==> src/rtl/core/dte_pkg.sv <==
// shared types and constants of the dependency transition engine
// no dependencies
package dte_pkg;

    localparam int C_MAX_WORDS   = 255;
    localparam int C_LABEL_BITS  = 8;
    localparam int C_STACK_DEPTH = C_MAX_WORDS + 1;
    localparam int C_BUFFER_CAP  = C_MAX_WORDS;
    localparam int C_ADDR_W      = $clog2(C_STACK_DEPTH);
    localparam int C_WORD_W      = 8;
    localparam int C_COUNT_W     = 9;

    typedef enum logic [2:0] {
        CMD_LEFT_ARC   = 3'd0,
        CMD_RIGHT_ARC  = 3'd1,
        CMD_SHIFT      = 3'd2,
        CMD_SWAP       = 3'd3,
        CMD_LEFT_ARC2  = 3'd4,
        CMD_RIGHT_ARC2 = 3'd5,
        CMD_START      = 3'd6
    } t_cmd;

    // controller to datapath
    typedef struct packed {
        logic load;
        logic rd2;
        logic exec;
        logic wr2;
    } t_dp_cmd;

    // datapath to controller
    typedef struct packed {
        logic need_wr2;
    } t_dp_stat;

endpackage

==> src/rtl/core/dte_ctrl.sv <==
// controller state machine of the dependency transition engine
// depends on dte_pkg
module dte_ctrl (
    input  logic             i_clk,
    input  logic             i_rst_n,
    input  logic             start,
    output logic             busy,
    output logic             o_done,
    output dte_pkg::t_dp_cmd o_dp_cmd,
    input  dte_pkg::t_dp_stat i_dp_stat
);
    import dte_pkg::*;

    typedef enum logic [2:0] {
        ST_IDLE,
        ST_READ1,
        ST_READ2,
        ST_EXEC,
        ST_WR2
    } t_state;

    t_state r_state;
    logic   r_busy;
    logic   r_done;

    always_ff @(posedge i_clk) begin
        if (!i_rst_n) begin
            r_state <= ST_IDLE;
            r_busy  <= 1'b0;
            r_done  <= 1'b0;
        end else begin
            r_done <= 1'b0;
            case (r_state)
                ST_IDLE: begin
                    if (start) begin
                        r_state <= ST_READ1;
                        r_busy  <= 1'b1;
                    end
                end
                ST_READ1: r_state <= ST_READ2;
                ST_READ2: r_state <= ST_EXEC;
                ST_EXEC: begin
                    r_done <= 1'b1;
                    if (i_dp_stat.need_wr2) begin
                        r_state <= ST_WR2;
                    end else begin
                        r_state <= ST_IDLE;
                        r_busy  <= 1'b0;
                    end
                end
                ST_WR2: begin
                    r_state <= ST_IDLE;
                    r_busy  <= 1'b0;
                end
                default: begin
                    r_state <= ST_IDLE;
                    r_busy  <= 1'b0;
                end
            endcase
        end
    end

    always_comb begin
        o_dp_cmd      = '0;
        o_dp_cmd.load = start && !r_busy;
        o_dp_cmd.rd2  = (r_state == ST_READ2);
        o_dp_cmd.exec = (r_state == ST_EXEC);
        o_dp_cmd.wr2  = (r_state == ST_WR2);
    end

    assign busy   = r_busy;
    assign o_done = r_done;

endmodule

==> config.mk <==
export PLATFORM = sky130hd
export DESIGN_NAME = dte_ctrl
export DESIGN_NICKNAME = d
export VERILOG_FILES = /design/src/rtl/core/dte_pkg.sv /design/src/rtl/core/dte_ctrl.sv
export SDC_FILE = /design/constraint.sdc
export NUM_CORES = 1
export LEC_CHECK = 0
export BUFFER_PORTS_ARGS = -buffer_cell sky130_fd_sc_hd__buf_2
export CAP_MARGIN = 20
export CELL_PAD_IN_SITES_DETAIL_PLACEMENT = 1
export CELL_PAD_IN_SITES_GLOBAL_PLACEMENT = 2
export CORE_AREA = 2 2 39 41
export CTS_CLUSTER_DIAMETER = 30
export DETAILED_ROUTE_END_ITERATION = 8
export DIE_AREA = 0 0 41 43
export PLACE_DENSITY_LB_ADDON = 0.1
export SLEW_MARGIN = 20
export SYNTH_ARGS = -nofsm -noshare
export SYNTH_HDL_FRONTEND = slang
export SYNTH_SLANG_ARGS = --single-unit
==> constraint.sdc <==
create_clock -name i_clk -period 1.3 [get_ports i_clk]
set_input_delay 0.325 -clock i_clk [delete_from_list [all_inputs] [get_ports i_clk]]
set_output_delay 0.325 -clock i_clk [all_outputs]
set_load 0.03 [all_outputs]
==> impl_metrics.csv <==
group,metric,value,unit
run,cap_viol_max_count,0,
min_path,min_from,"i_dp_stat",
sta,max_freq,0.743,GHz
die,io_pins,10,
yosys,yosysUniqueCellTypes,15,
sta,tns,-0.107,ns
yosys,yosysMostFrequentCell,"dfxtp_1",
worst_setup_path,critical_path_class,"reg2out",
sta,relSlewSlack,86.7,%
drt,vias,203,
sta,setup_viol,3,
placement,dp_cells,47,
yosys,synth_area_leaders,"dfxtp_1 (49%), nor3b_1 (7.3%), nor3b_2 (6.1%), and2b_2 (4.3%), xnor2_1 (4.3%)",
layout,fin_nets,42,
placement,io_buffers,9,
status,violations,"negative setup slack",
clock_network,cts_tree,"yes",
layout,area.growth.synth_to_final,73.8,%
min_path,hold-path-endpoint,"r_state[2]",
drt,drtIter0Drc,1,
clock_network,cts_sinks,5,
clock_network,cts_buffers,3,
yosys,synth_top_area_share,48.8,%
die,dieArea,1760,µm²
drt,route.detailed.drc,0,
global_route,grt_usage,8.02,%
yosys,ys.warnings.count,0,
drt,dr.pass1.iters,2,
die,die_h,43,µm
sta,worst_pin_slew,0.200,ns
sta,period_needed,1.35,ns
power,p_leak,0.164,nW
layout,postLayoutCoreUtil,25.8,%
worst_setup_path,reg2reg_to,"busy",
yosys,synth-seq-cells,5,
yosys,synth_area,205,µm²
drt,wire_per_inst,10.6,µm
drt,wirelength,560,µm
worst_setup_path,cp_max_fo,3,
die,rows,14,
layout,fin_cells,53,
drt,viasPerCell,3.83,
die,fp.dieW,41,µm
sta,hold_viol_final,0,
clock_network,clock_tree.buffer_depth,2,
clock_network,clock_latency,0.24,ns
sta,fin_crit_sh,104,%
yosys,synth-edff-count,0,
worst_setup_path,crit_arrival,1.02,ns
global_route,grt_pass1_wl,807,µm
sta,drv_slew,0,
clock_network,cts_root_buf,"clkbuf_4",
yosys,yosys_most_used_dff,"dfxtp_1",
power,ir_worst_vdd,391,µV
layout,n_antenna_cell,0,
sta,skew,0.00251,ns
worst_setup_path,rr_startpoint,"r_state[0]",
placement,gp_congestion,0.669,
yosys,synth_area_per_cell,9.77,µm²
min_path,min_path_cells,2,
status,status,"finished, violations left",
clock_network,htree_levels,1,
global_route,grt_start_max_net_pins,7,
yosys,synth_seq_area_share,48.8,%
worst_setup_path,setup.worst_path.start_class,"flip-flop",
yosys,syn_inst,21,
die,core-area,1380,µm²
worst_setup_path,reg2reg_depth,4,
worst_setup_path,required,0.98,ns
yosys,synth.top_cells.by_count,"dfxtp_1 (5), nor2_1 (2), nor3b_1 (2)",
worst_setup_path,r2r_setup_slack,0.34,ns
sta,rsz0062_at_grt,"yes",
die,initial_core_util,14.8,%
placement,dp_hpwl,388,µm
worst_setup_path,crit_path_end_kind,"primary output",
global_route,overflow,0,
global_route,antenna_found_initial,0,
clock_network,clkTransAtPathRegs,0.05,ns
min_path,hold_path.class,"in2reg",
power,power.density,1330,nW/µm²
yosys,syn-num-nets,25,
yosys,synth_top_cell_by_area,"dfxtp_1",
clock_network,holdBufCountCts,0,
drt,ant_nets,0,
sta,setup_ws,-0.0461,ns
layout,drive_gt1_share,64.9,%
yosys,async_flop_share,0,%
global_route,grt_pass1_vias,189,
[where the power goes]
| group | leakage [nW] | switching, W | total (W) | internal (W) |
|---|---|---|---|---|
| clock network | 0.0150 | 0.0000681 | 0.000184 | 0.000116 |
| logic | 0.106 | 0.0000545 | 0.000105 | 0.0000506 |
| registers | 0.0425 | 0.0000155 | 0.000183 | 0.000168 |
| total | 0.164 | 0.000138 | 0.000473 | 0.000335 |
[per-stage QoR]
step / setup slack (ns) / hold slack (ns) / power (W) / instance area [µm²]
2_1_floorplan: 0.000745 / 0.461 / 0.000242 / 215
3_3_place_gp: 0.106 / 0.492 / 0.000273 / 288
3_5_place_dp: 0.0483 / 0.508 / 0.000273 / 288
4_1_cts: -0.0728 / 0.310 / 0.000483 / 357
5_1_grt: -0.0877 / 0.328 / 0.000504 / 357
6_report: -0.0461 / 0.335 / 0.000473 / 357
[cell type report]
| type | instances | area [µm²] |
|---|---|---|
| clock buffer | 4 | 26.3 |
| fill | 177 | 1030 |
| inverter | 1 | 3.75 |
| multi-input combinational | 15 | 118 |
| sequential | 5 | 106 |
| tap | 16 | 20.0 |
| timing repair buffer | 12 | 82.6 |
[cell families (layout without fill, tap and decap cells)]
kind of cell / after synthesis / in the layout / synth area share (%)
simple gates: 11 / 11 / 36.6
flops: 5 / 5 / 48.8
compound gates: 3 / 3 / 8.53
xor+xnor: 1 / 1 / 4.27
buf+inv: 1 / 17 / 1.83
[layout by cell type, fill, tap and decap left out]
| cell type | n |
|---|---|
| a21oi_1 | 1 |
| and2_2 | 1 |
| and2b_2 | 1 |
| and3_1 | 1 |
| buf_2 | 6 |
| buf_4 | 4 |
| buf_6 | 2 |
| clkbuf_1 | 1 |
| clkbuf_4 | 3 |
| dfxtp_1 | 2 |
| dfxtp_2 | 2 |
| dfxtp_4 | 1 |
| inv_2 | 1 |
| nand2b_1 | 1 |
| nor2_1 | 2 |
| nor2b_1 | 1 |
| nor3_1 | 1 |
| nor3b_2 | 2 |
| nor3b_4 | 1 |
| o21ai_0 | 1 |
| o21bai_1 | 1 |
| xnor2_1 | 1 |
[flip-flops by register name (all words and copies together), names as in the netlist]
signal,flops
r_state,3
busy,1
o_done,1
[worst max path at each step]
stage / cells past startpoint / from / end / slack [ns]
after floorplan: 2 / r_state[0] / o_dp_cmd[1] / 0.0007
after global placement: 2 / r_state[1] / o_dp_cmd[1] / 0.11
after CTS: 3 / r_state[0] / o_dp_cmd[2] / -0.07
final: 3 / r_state[0] / o_dp_cmd[1] / -0.05
after global routing: 3 / r_state[0] / o_dp_cmd[1] / -0.09
after detailed placement: 2 / r_state[1] / o_dp_cmd[1] / 0.05
[worst max-delay path: stages (launching register included)]
cell	delay, ns
dfxtp_2	0.35
inv_2	0.05
nor3b_4	0.22
buf_6	0.16
[layer usage]
metal	up-vias	part of all wire, %	GRT usage, %
li1	104	-	-
met1	94	44	7.99
met2	5	52	9.69
met3	0	4.3	3.14
met4	0	0	12.0
met5	-	0	0
[repair_timing]
action                                  CTS  global route
buffers inserted                          2             0
pin swaps                                 3             2
gates resized for setup                  10             0
gates cloned                              0             0
endpoints found under the setup margin    3             3
Power figures use the tool's default switching activity.
